File: src/hdl/olt_pkg.sv
// Shared types, codes and sizing constants for the ordered list table.
// Used by olt_ctrl and ordered_list_table; no dependencies.
package olt_pkg;

  localparam int unsigned CAPACITY = 16;
  localparam int unsigned VAL_W    = 32;
  localparam int unsigned POS_W    = 6;
  localparam int unsigned IDX_W    = (CAPACITY > 1) ? $clog2(CAPACITY) : 1;
  localparam int unsigned CNT_W    = $clog2(CAPACITY + 1);
  localparam int unsigned SUM_W    = CNT_W + 1;

  typedef enum logic [2:0] {
    ACT_PUSH_FRONT = 3'd0,
    ACT_PUSH_BACK  = 3'd1,
    ACT_DELETE     = 3'd2,
    ACT_FIND       = 3'd3,
    ACT_DUMP       = 3'd4
  } action_e;

  typedef enum logic [2:0] {
    KIND_FOUND     = 3'd0,
    KIND_NOT_FOUND = 3'd1,
    KIND_ELEMENT   = 3'd2,
    KIND_EMPTY     = 3'd3,
    KIND_FULL      = 3'd4
  } kind_e;

  typedef enum logic [2:0] {
    ST_IDLE,
    ST_SCAN,
    ST_SHIFT,
    ST_DUMP,
    ST_RESP
  } state_e;

  typedef struct packed {
    logic             wr_en;
    logic [IDX_W-1:0] wr_addr;
    logic [VAL_W-1:0] wr_data;
    logic             rd_en;
    logic [IDX_W-1:0] rd_addr;
  } ram_req_t;

  // The list is kept as a ring: logical index off lives at (head + off) mod CAPACITY.
  function automatic logic [IDX_W-1:0] phys_idx(input logic [IDX_W-1:0] head,
                                                input logic [CNT_W-1:0] off);
    logic [SUM_W-1:0] sum;
    sum = SUM_W'(head) + SUM_W'(off);
    if (sum >= SUM_W'(CAPACITY)) begin
      sum = sum - SUM_W'(CAPACITY);
    end
    return sum[IDX_W-1:0];
  endfunction

endpackage

File: src/hdl/olt_ram.sv
// Generic single-write, single-read synchronous RAM with registered read data.
// No dependencies.
module olt_ram #(
  parameter int unsigned WIDTH = 32,
  parameter int unsigned DEPTH = 16
) (
  input  logic                     clk_i,
  input  logic                     wr_en_i,
  input  logic [$clog2(DEPTH)-1:0] wr_addr_i,
  input  logic [WIDTH-1:0]         wr_data_i,
  input  logic                     rd_en_i,
  input  logic [$clog2(DEPTH)-1:0] rd_addr_i,
  output logic [WIDTH-1:0]         rd_data_o
);

  logic [WIDTH-1:0] mem_q [DEPTH];
  logic [WIDTH-1:0] rd_data_q;

  always_ff @(posedge clk_i) begin
    if (wr_en_i) begin
      mem_q[wr_addr_i] <= wr_data_i;
    end
  end

  // Read data holds its value while no read is issued.
  always_ff @(posedge clk_i) begin
    if (rd_en_i) begin
      rd_data_q <= mem_q[rd_addr_i];
    end
  end

  assign rd_data_o = rd_data_q;

endmodule

File: src/hdl/olt_ctrl.sv
// Sequencer for the ordered list table: ring pointers, table walks and the result register.
// Depends on olt_pkg; drives the table RAM through a ram_req_t bundle.
module olt_ctrl (
  input  logic                     clk_i,
  input  logic                     rst_ni,
  input  logic                     in_valid_i,
  output logic                     in_ready_o,
  input  logic [2:0]               action_i,
  input  logic [olt_pkg::VAL_W-1:0] value_i,
  output logic                     out_valid_o,
  input  logic                     out_ready_i,
  output logic [2:0]               kind_o,
  output logic [olt_pkg::POS_W-1:0] position_o,
  output logic [olt_pkg::VAL_W-1:0] item_value_o,
  output logic                     last_o,
  output olt_pkg::ram_req_t        ram_req_o,
  input  logic [olt_pkg::VAL_W-1:0] rd_data_i
);
  import olt_pkg::*;

  state_e           state_q, state_d;
  logic [CNT_W-1:0] count_q, count_d;
  logic [IDX_W-1:0] head_q, head_d;
  logic [CNT_W-1:0] walk_q, walk_d;
  logic [CNT_W-1:0] wr_ptr_q, wr_ptr_d;
  logic             pend_q, pend_d;
  logic [IDX_W-1:0] pend_pos_q, pend_pos_d;
  action_e          action_q, action_d;
  logic [VAL_W-1:0] value_q, value_d;
  kind_e            resp_kind_q, resp_kind_d;
  logic [IDX_W-1:0] resp_pos_q, resp_pos_d;

  logic             out_vld_q, out_vld_d;
  kind_e            out_kind_q, out_kind_d;
  logic [IDX_W-1:0] out_pos_q, out_pos_d;
  logic [VAL_W-1:0] out_val_q, out_val_d;
  logic             out_last_q, out_last_d;

  action_e          in_act;
  logic             in_fire, out_free, walk_more, hit, full, rd_issue, walk_done;
  logic [IDX_W-1:0] head_dec;

  assign in_act    = action_e'(action_i);
  assign in_fire   = in_valid_i && (state_q == ST_IDLE);
  assign out_free  = !out_vld_q || out_ready_i;
  assign walk_more = walk_q < count_q;
  assign walk_done = !pend_q && !walk_more;
  assign hit       = pend_q && (rd_data_i == value_q);
  assign full      = count_q == CNT_W'(CAPACITY);
  assign head_dec  = (head_q == '0) ? IDX_W'(CAPACITY - 1) : head_q - IDX_W'(1);

  // A dump only reads ahead when the RAM read register will be free next cycle.
  always_comb begin
    case (state_q)
      ST_SCAN, ST_SHIFT: rd_issue = walk_more;
      ST_DUMP:           rd_issue = walk_more && (!pend_q || out_free);
      default:           rd_issue = 1'b0;
    endcase
  end

  // Next state and datapath registers.
  always_comb begin
    state_d     = state_q;
    count_d     = count_q;
    head_d      = head_q;
    walk_d      = rd_issue ? walk_q + CNT_W'(1) : walk_q;
    wr_ptr_d    = wr_ptr_q;
    pend_d      = rd_issue;
    pend_pos_d  = rd_issue ? walk_q[IDX_W-1:0] : pend_pos_q;
    action_d    = action_q;
    value_d     = value_q;
    resp_kind_d = resp_kind_q;
    resp_pos_d  = resp_pos_q;
    out_vld_d   = out_vld_q && !out_ready_i;
    out_kind_d  = out_kind_q;
    out_pos_d   = out_pos_q;
    out_val_d   = out_val_q;
    out_last_d  = out_last_q;

    case (state_q)
      ST_IDLE: begin
        if (in_fire) begin
          action_d   = in_act;
          value_d    = value_i;
          walk_d     = '0;
          resp_pos_d = '0;
          case (in_act)
            ACT_PUSH_FRONT, ACT_PUSH_BACK: begin
              if (full) begin
                resp_kind_d = KIND_FULL;
                state_d     = ST_RESP;
              end else begin
                count_d = count_q + CNT_W'(1);
                if (in_act == ACT_PUSH_FRONT) begin
                  head_d = head_dec;
                end
              end
            end
            ACT_DELETE, ACT_FIND: begin
              state_d = ST_SCAN;
            end
            ACT_DUMP: begin
              if (count_q == '0) begin
                resp_kind_d = KIND_EMPTY;
                state_d     = ST_RESP;
              end else begin
                state_d = ST_DUMP;
              end
            end
            default: begin
            end
          endcase
        end
      end
      ST_SCAN: begin
        if (hit) begin
          if (action_q == ACT_FIND) begin
            resp_kind_d = KIND_FOUND;
            resp_pos_d  = pend_pos_q;
            pend_d      = 1'b0;
            state_d     = ST_RESP;
          end else begin
            // The read of the following entry is already in flight.
            wr_ptr_d = CNT_W'(pend_pos_q);
            state_d  = ST_SHIFT;
          end
        end else if (walk_done) begin
          if (action_q == ACT_FIND) begin
            resp_kind_d = KIND_NOT_FOUND;
            state_d     = ST_RESP;
          end else begin
            state_d = ST_IDLE;
          end
        end
      end
      ST_SHIFT: begin
        if (pend_q) begin
          wr_ptr_d = wr_ptr_q + CNT_W'(1);
        end else if (!walk_more) begin
          count_d = count_q - CNT_W'(1);
          state_d = ST_IDLE;
        end
      end
      ST_DUMP: begin
        if (pend_q && out_free) begin
          out_vld_d  = 1'b1;
          out_kind_d = KIND_ELEMENT;
          out_pos_d  = pend_pos_q;
          out_val_d  = rd_data_i;
          out_last_d = CNT_W'(pend_pos_q) == count_q - CNT_W'(1);
        end
        if (pend_q && !out_free) begin
          pend_d = 1'b1;
        end
        if (walk_done) begin
          state_d = ST_IDLE;
        end
      end
      ST_RESP: begin
        if (out_free) begin
          out_vld_d  = 1'b1;
          out_kind_d = resp_kind_q;
          out_pos_d  = resp_pos_q;
          out_val_d  = '0;
          out_last_d = 1'b1;
          state_d    = ST_IDLE;
        end
      end
      default: begin
        state_d = ST_IDLE;
      end
    endcase
  end

  // Outputs: handshake and RAM requests.
  always_comb begin
    in_ready_o        = state_q == ST_IDLE;
    ram_req_o.rd_en   = rd_issue;
    ram_req_o.rd_addr = phys_idx(head_q, walk_q);
    ram_req_o.wr_en   = 1'b0;
    ram_req_o.wr_addr = phys_idx(head_q, count_q);
    ram_req_o.wr_data = value_i;
    case (state_q)
      ST_IDLE: begin
        if (in_fire && !full &&
            (in_act == ACT_PUSH_FRONT || in_act == ACT_PUSH_BACK)) begin
          ram_req_o.wr_en = 1'b1;
          if (in_act == ACT_PUSH_FRONT) begin
            ram_req_o.wr_addr = head_dec;
          end
        end
      end
      ST_SHIFT: begin
        ram_req_o.wr_en   = pend_q;
        ram_req_o.wr_addr = phys_idx(head_q, wr_ptr_q);
        ram_req_o.wr_data = rd_data_i;
      end
      default: begin
      end
    endcase
  end

  assign out_valid_o  = out_vld_q;
  assign kind_o       = out_kind_q;
  assign position_o   = POS_W'(out_pos_q);
  assign item_value_o = out_val_q;
  assign last_o       = out_last_q;

  always_ff @(posedge clk_i or negedge rst_ni) begin
    if (!rst_ni) begin
      state_q   <= ST_IDLE;
      count_q   <= '0;
      head_q    <= '0;
      walk_q    <= '0;
      wr_ptr_q  <= '0;
      pend_q    <= 1'b0;
      out_vld_q <= 1'b0;
    end else begin
      state_q   <= state_d;
      count_q   <= count_d;
      head_q    <= head_d;
      walk_q    <= walk_d;
      wr_ptr_q  <= wr_ptr_d;
      pend_q    <= pend_d;
      out_vld_q <= out_vld_d;
    end
  end

  always_ff @(posedge clk_i) begin
    pend_pos_q  <= pend_pos_d;
    action_q    <= action_d;
    value_q     <= value_d;
    resp_kind_q <= resp_kind_d;
    resp_pos_q  <= resp_pos_d;
    out_kind_q  <= out_kind_d;
    out_pos_q   <= out_pos_d;
    out_val_q   <= out_val_d;
    out_last_q  <= out_last_d;
  end

  a_count_bound : assert property (@(posedge clk_i) disable iff (!rst_ni)
    count_q <= CNT_W'(CAPACITY))
    else $error("entry count exceeds capacity");

  a_idle_no_pending : assert property (@(posedge clk_i) disable iff (!rst_ni)
    state_q == ST_IDLE |-> !pend_q)
    else $error("read data left pending on return to idle");

  a_rw_distinct : assert property (@(posedge clk_i) disable iff (!rst_ni)
    ram_req_o.wr_en && ram_req_o.rd_en |-> ram_req_o.wr_addr != ram_req_o.rd_addr)
    else $error("table read and write hit the same entry");

  a_shift_order : assert property (@(posedge clk_i) disable iff (!rst_ni)
    state_q == ST_SHIFT |-> wr_ptr_q < walk_q)
    else $error("compaction write overtook the read pointer");

endmodule

File: src/hdl/ordered_list_table.sv
// Ordered list table: a bounded list of signed values kept as a ring in one RAM.
// A push writes the table as it is accepted; a full push gives a full result instead.
// Find and delete walk the table from the head, one table read per cycle.
// Dump gives one element per cycle while the output is taken, or list empty.
// One transfer is worked on at a time; the table RAM read port sets the pace.
// Reset clears the count, ring head and control state; table contents are not cleared.
module ordered_list_table (
  input  logic                      clk_i,
  input  logic                      rst_ni,
  input  logic                      in_valid_i,
  output logic                      in_ready_o,
  input  logic [2:0]                action_i,
  input  logic signed [olt_pkg::VAL_W-1:0] value_i,
  output logic                      out_valid_o,
  input  logic                      out_ready_i,
  output logic [2:0]                kind_o,
  output logic [olt_pkg::POS_W-1:0] position_o,
  output logic signed [olt_pkg::VAL_W-1:0] item_value_o,
  output logic                      last_o
);
  import olt_pkg::*;

  ram_req_t         ram_req;
  logic [VAL_W-1:0] rd_data;
  logic [VAL_W-1:0] item_value;

  olt_ctrl u_ctrl (
    .clk_i        (clk_i),
    .rst_ni       (rst_ni),
    .in_valid_i   (in_valid_i),
    .in_ready_o   (in_ready_o),
    .action_i     (action_i),
    .value_i      (value_i),
    .out_valid_o  (out_valid_o),
    .out_ready_i  (out_ready_i),
    .kind_o       (kind_o),
    .position_o   (position_o),
    .item_value_o (item_value),
    .last_o       (last_o),
    .ram_req_o    (ram_req),
    .rd_data_i    (rd_data)
  );

  olt_ram #(
    .WIDTH (VAL_W),
    .DEPTH (CAPACITY)
  ) u_table (
    .clk_i     (clk_i),
    .wr_en_i   (ram_req.wr_en),
    .wr_addr_i (ram_req.wr_addr),
    .wr_data_i (ram_req.wr_data),
    .rd_en_i   (ram_req.rd_en),
    .rd_addr_i (ram_req.rd_addr),
    .rd_data_o (rd_data)
  );

  assign item_value_o = item_value;

endmodule
File: config.mk
export PLATFORM = sky130hd
export DESIGN_NAME = ordered_list_table
export DESIGN_NICKNAME = d
export VERILOG_FILES = /design/src/hdl/olt_pkg.sv /design/src/hdl/olt_ram.sv /design/src/hdl/olt_ctrl.sv /design/src/hdl/ordered_list_table.sv
export SDC_FILE = /design/constraint.sdc
export NUM_CORES = 1
export LEC_CHECK = 0
export BUFFER_PORTS_ARGS = -buffer_cell sky130_fd_sc_hd__buf_2
export CAP_MARGIN = 20
export CORE_MARGIN = 2
export CORE_UTILIZATION = 60
export DETAILED_ROUTE_END_ITERATION = 8
export PLACE_DENSITY = 0.83
export SYNTH_ARGS = -nofsm -noshare
export SYNTH_HDL_FRONTEND = slang
export SYNTH_SLANG_ARGS = --single-unit
File: constraint.sdc
create_clock -name clk_i -period 6.8 [get_ports clk_i]
set_clock_uncertainty 0.15 [all_clocks]
set_input_delay 1.7 -clock clk_i [delete_from_list [all_inputs] [get_ports clk_i]]
set_output_delay 1.7 -clock clk_i [all_outputs]
set_load 0.02 [all_outputs]
==> flow_summary.toml <==
[global_route]
grt_start_max_net_pins = 47
antenna_found_initial = 1
grt_pass1_wl_microns = 93880
grt_pass1_vias = 14660
grt-ovfl-total = 0
grt_usage = 0.2881

[critical_path]
cp_cell_sequence = "buf_2 -> nor4b_4 -> buf_4 -> nand4_4 -> mux2i_1 -> a21o_1 -> nand3_1 -> nor2_4 -> buf_4"
endpoint_kind = "flip-flop"
critPathMaxStageDelay_ns = 0.75
critPathKind = "input port to flip-flop"
critPathMostFrequentCell = "buf_4"
critPathRequiredTime_ns = 6.95
cp_num_buf_inv = 3
start_kind = "input port"
worstPathArrival_ns = 5.07
cp_max_fo = 42
crit_slowest_cell = "nor2_4"
critical_path.top_delay_family = "simple AND/OR/NAND/NOR gates"

[floorplan]
core_area_sq_mm = 0.04317
ios = 83
floorplan.initialDensity = 0.6089
fp-row-count = 76
die_area_sq_mm = 0.04551
chipHeight_microns = 213.3
die-width_microns = 213.3

[clock_tree]
cts_hold_buf = 0
cts_setup_buffers = 0
path_clk_slew_ns = 0.06
clock_latency_ns = 0.64
cts.htree.levels = 2
cts.path.max_buffers = 3
root_buffer = "clkbuf_16"
cts_tree = "yes"
cts_resized = 0
cts.sinks = 653
cts_buffers = 60

[logic_synthesis]
postSynthAreaPerCell_sq_um = 18.22
synth_cells = 1443
synth_enable_flop_cells = 630
ys_ff_latch = 653
synth_cell_type_count = 65
syn_area_sq_mm = 0.02629
ys.flop_type = "edfxtp_1"
ys_warn_count = 0
synth-seq-area-share = 0.7415
async_reset_ff_frac = 0.03522

[finish]
fin_util = 0.6885
final_nets = 1613
final_layout_size_suffix_gt1_frac = 0.2279
diodes = 0
syn_to_final_growth_pct = 13.06
fillerInstances = 2587

[timing]
period_needed_ns = 4.917
slew_viol_final = 0
slew_headroom = 0.2558
rsz0062_at_grt = "false"
final.setup.tns_ns = 0
worstMarginPinSlew_ns = 1.116
fmax_ghz = 0.2034
fin_crit_sh = 0.7232
final_hold_viol_count = 0
setup_viol_count_final = 0

[detailed_routing]
viasPerCell = 6.659
ant_nets = 0
wl_per_cell_microns = 29.68
drt-initial-drc-count = 2043
firstDrtPassIters = 6
route.detailed.drc = 0
wl_microns = 64770
vias = 14530

[pwr]
power_density_mw_per_mm2 = 486.7
irDropWorstVdd_mv = 0.3071
leakage_uw = 0.009937

[flow_run]
cap_violations = 0

[placement]
gp_congestion = 0.8860
hpwlAfterDp_microns = 36810
port_buffers = 80

[hold_path]
hold_path.class = "flip-flop to flip-flop"

[outcome]
status = "finished clean"
[flip-flops by register name, summed over array words and instances, names as in the netlist, 5 cells and up]
| name | count |
|---|---|
| u_ctrl.value_q | 32 |
| u_table.rd_data_o | 32 |
| u_ctrl.walk_q | 5 |
| u_ctrl.item_value_o | 32 |
| u_table.mem_q | 512 |
| u_ctrl.count_q | 5 |
[cell usage in the layout, fill, tap and decap left out, types with 8 or more instances in the layout]
| master | count |
|---|---|
| a211oi_1 | 34 |
| a21oi_1 | 18 |
| a31oi_1 | 34 |
| and2_1 | 34 |
| and3_1 | 11 |
| buf_16 | 10 |
| buf_2 | 80 |
| buf_4 | 24 |
| clkbuf_1 | 20 |
| clkbuf_16 | 61 |
| clkinv_1 | 8 |
| dfrtp_1 | 23 |
| edfxtp_1 | 630 |
| ha_1 | 18 |
| inv_1 | 13 |
| mux4_2 | 128 |
| nand2_1 | 177 |
| nand3_1 | 10 |
| nand4_1 | 12 |
| nor2_1 | 25 |
| nor2_4 | 18 |
| nor2b_1 | 35 |
| o21ai_0 | 10 |
| xnor2_1 | 44 |
| xor2_1 | 11 |
[worst reg2reg max path, delay by kind of cell, from the launching register on]
family	cells	cell delay (ns)
AOI/OAI and AO/OA	1	0.21
buffers and inverters	2	0.98
muxes	1	0.49
DFF	1	0.63
and+or+nand+nor	4	1.76
[area by class of cell]
cell class	count	area (sq um)	area share
well taps	585	732.0	0.02463
inverters	13	48.80	0.001642
flip-flops and latches	653	19490	0.6558
repair buffers	117	915.9	0.03081
multi-input cells	707	6644	0.2235
clock buffers	84	1643	0.05527
clock inverters	23	246.5	0.008293
[through the flow]
step	hold WS [ns]	total power (uW)	setup slack (ns)	area (sq um)	cells
6_report	0.3886	14470	1.883	29720	2182
3_3_place_gp	0.3387	10800	1.599	27500	2062
3_5_place_dp	0.3446	10990	1.403	27500	2062
2_1_floorplan	0.3273	9328	0.5500	26290	1444
4_1_cts	0.4002	14370	1.974	29390	2169
5_1_grt	0.4067	14970	1.712	29720	2182
[power breakdown]
| part | internal (uW) | total, uW | switching (uW) |
|---|---|---|---|
| Sequential | 5330 | 5680 | 346 |
| Clock | 1860 | 3310 | 1440 |
| Combinational | 2210 | 5480 | 3270 |
| Total | 9410 | 14500 | 5050 |
[logic make-up after synthesis]
logic type | count (synthesis) | synth area share
AO/OA/AOI/OAI | 131 | 0.03408
XOR/XNOR | 58 | 0.01932
adder cells (fa/ha/maj) | 22 | 0.01133
buffers and inverters | 84 | 0.01337
flip-flops | 653 | 0.7415
multiplexers | 138 | 0.1139
other | 1 | 0.0001426
AND/OR/NAND/NOR | 356 | 0.06635
[routing by layer]
layer / vias up / part of all wire / global-route usage
li1: 5887 / - / -
met1: 7341 / 0.36 / 0.4003
met2: 1134 / 0.48 / 0.4519
met3: 165 / 0.12 / 0.05942
met4: 2 / 0.039 / 0.1240
met5: - / 0.00017 / 0
[cell usage after synthesis (all sizes together) (19+ instances only)]
master	count	area (sq um)
nand2	177	664.4
buf	23	122.6
dfrtp	23	575.6
xnor2	46	402.9
and2	35	219.0
ha	19	237.7
edfxtp	630	18920
a211oi	34	255.2
nor2b	35	219.0
clkbuf	48	180.2
mux4	128	2883
a31oi	34	212.7
nor2	43	161.4
[path summary, 6_finish.rpt]
kind | startpoint | to | slack (ns) | cells after the start
worst max-delay path | in_valid_i | u_table.mem_q[8][21]$_DFFE_PP_ | 1.88 | 9
worst min-delay path | u_ctrl.resp_pos_q[2]$_SDFFCE_PP0P_ | u_ctrl.out_pos_q[2]$_DFFE_PP_ | 0.39 | 1
worst max register to register | u_ctrl.state_q[1]$_DFFE_PN0P_ | u_table.mem_q[8][21]$_DFFE_PP_ | 2.24 | 8
worst min register to register | u_ctrl.resp_pos_q[2]$_SDFFCE_PP0P_ | u_ctrl.out_pos_q[2]$_DFFE_PP_ | 0.39 | 1
max in group asynchronous | rst_ni | u_ctrl.out_valid_o$_DFF_PN0_ | 5.20 | 1
min in group asynchronous | rst_ni | u_ctrl.state_q[0]$_DFFE_PN0P_ | 0.91 | 1
Note: power is estimated with default switching activity, not from simulation.
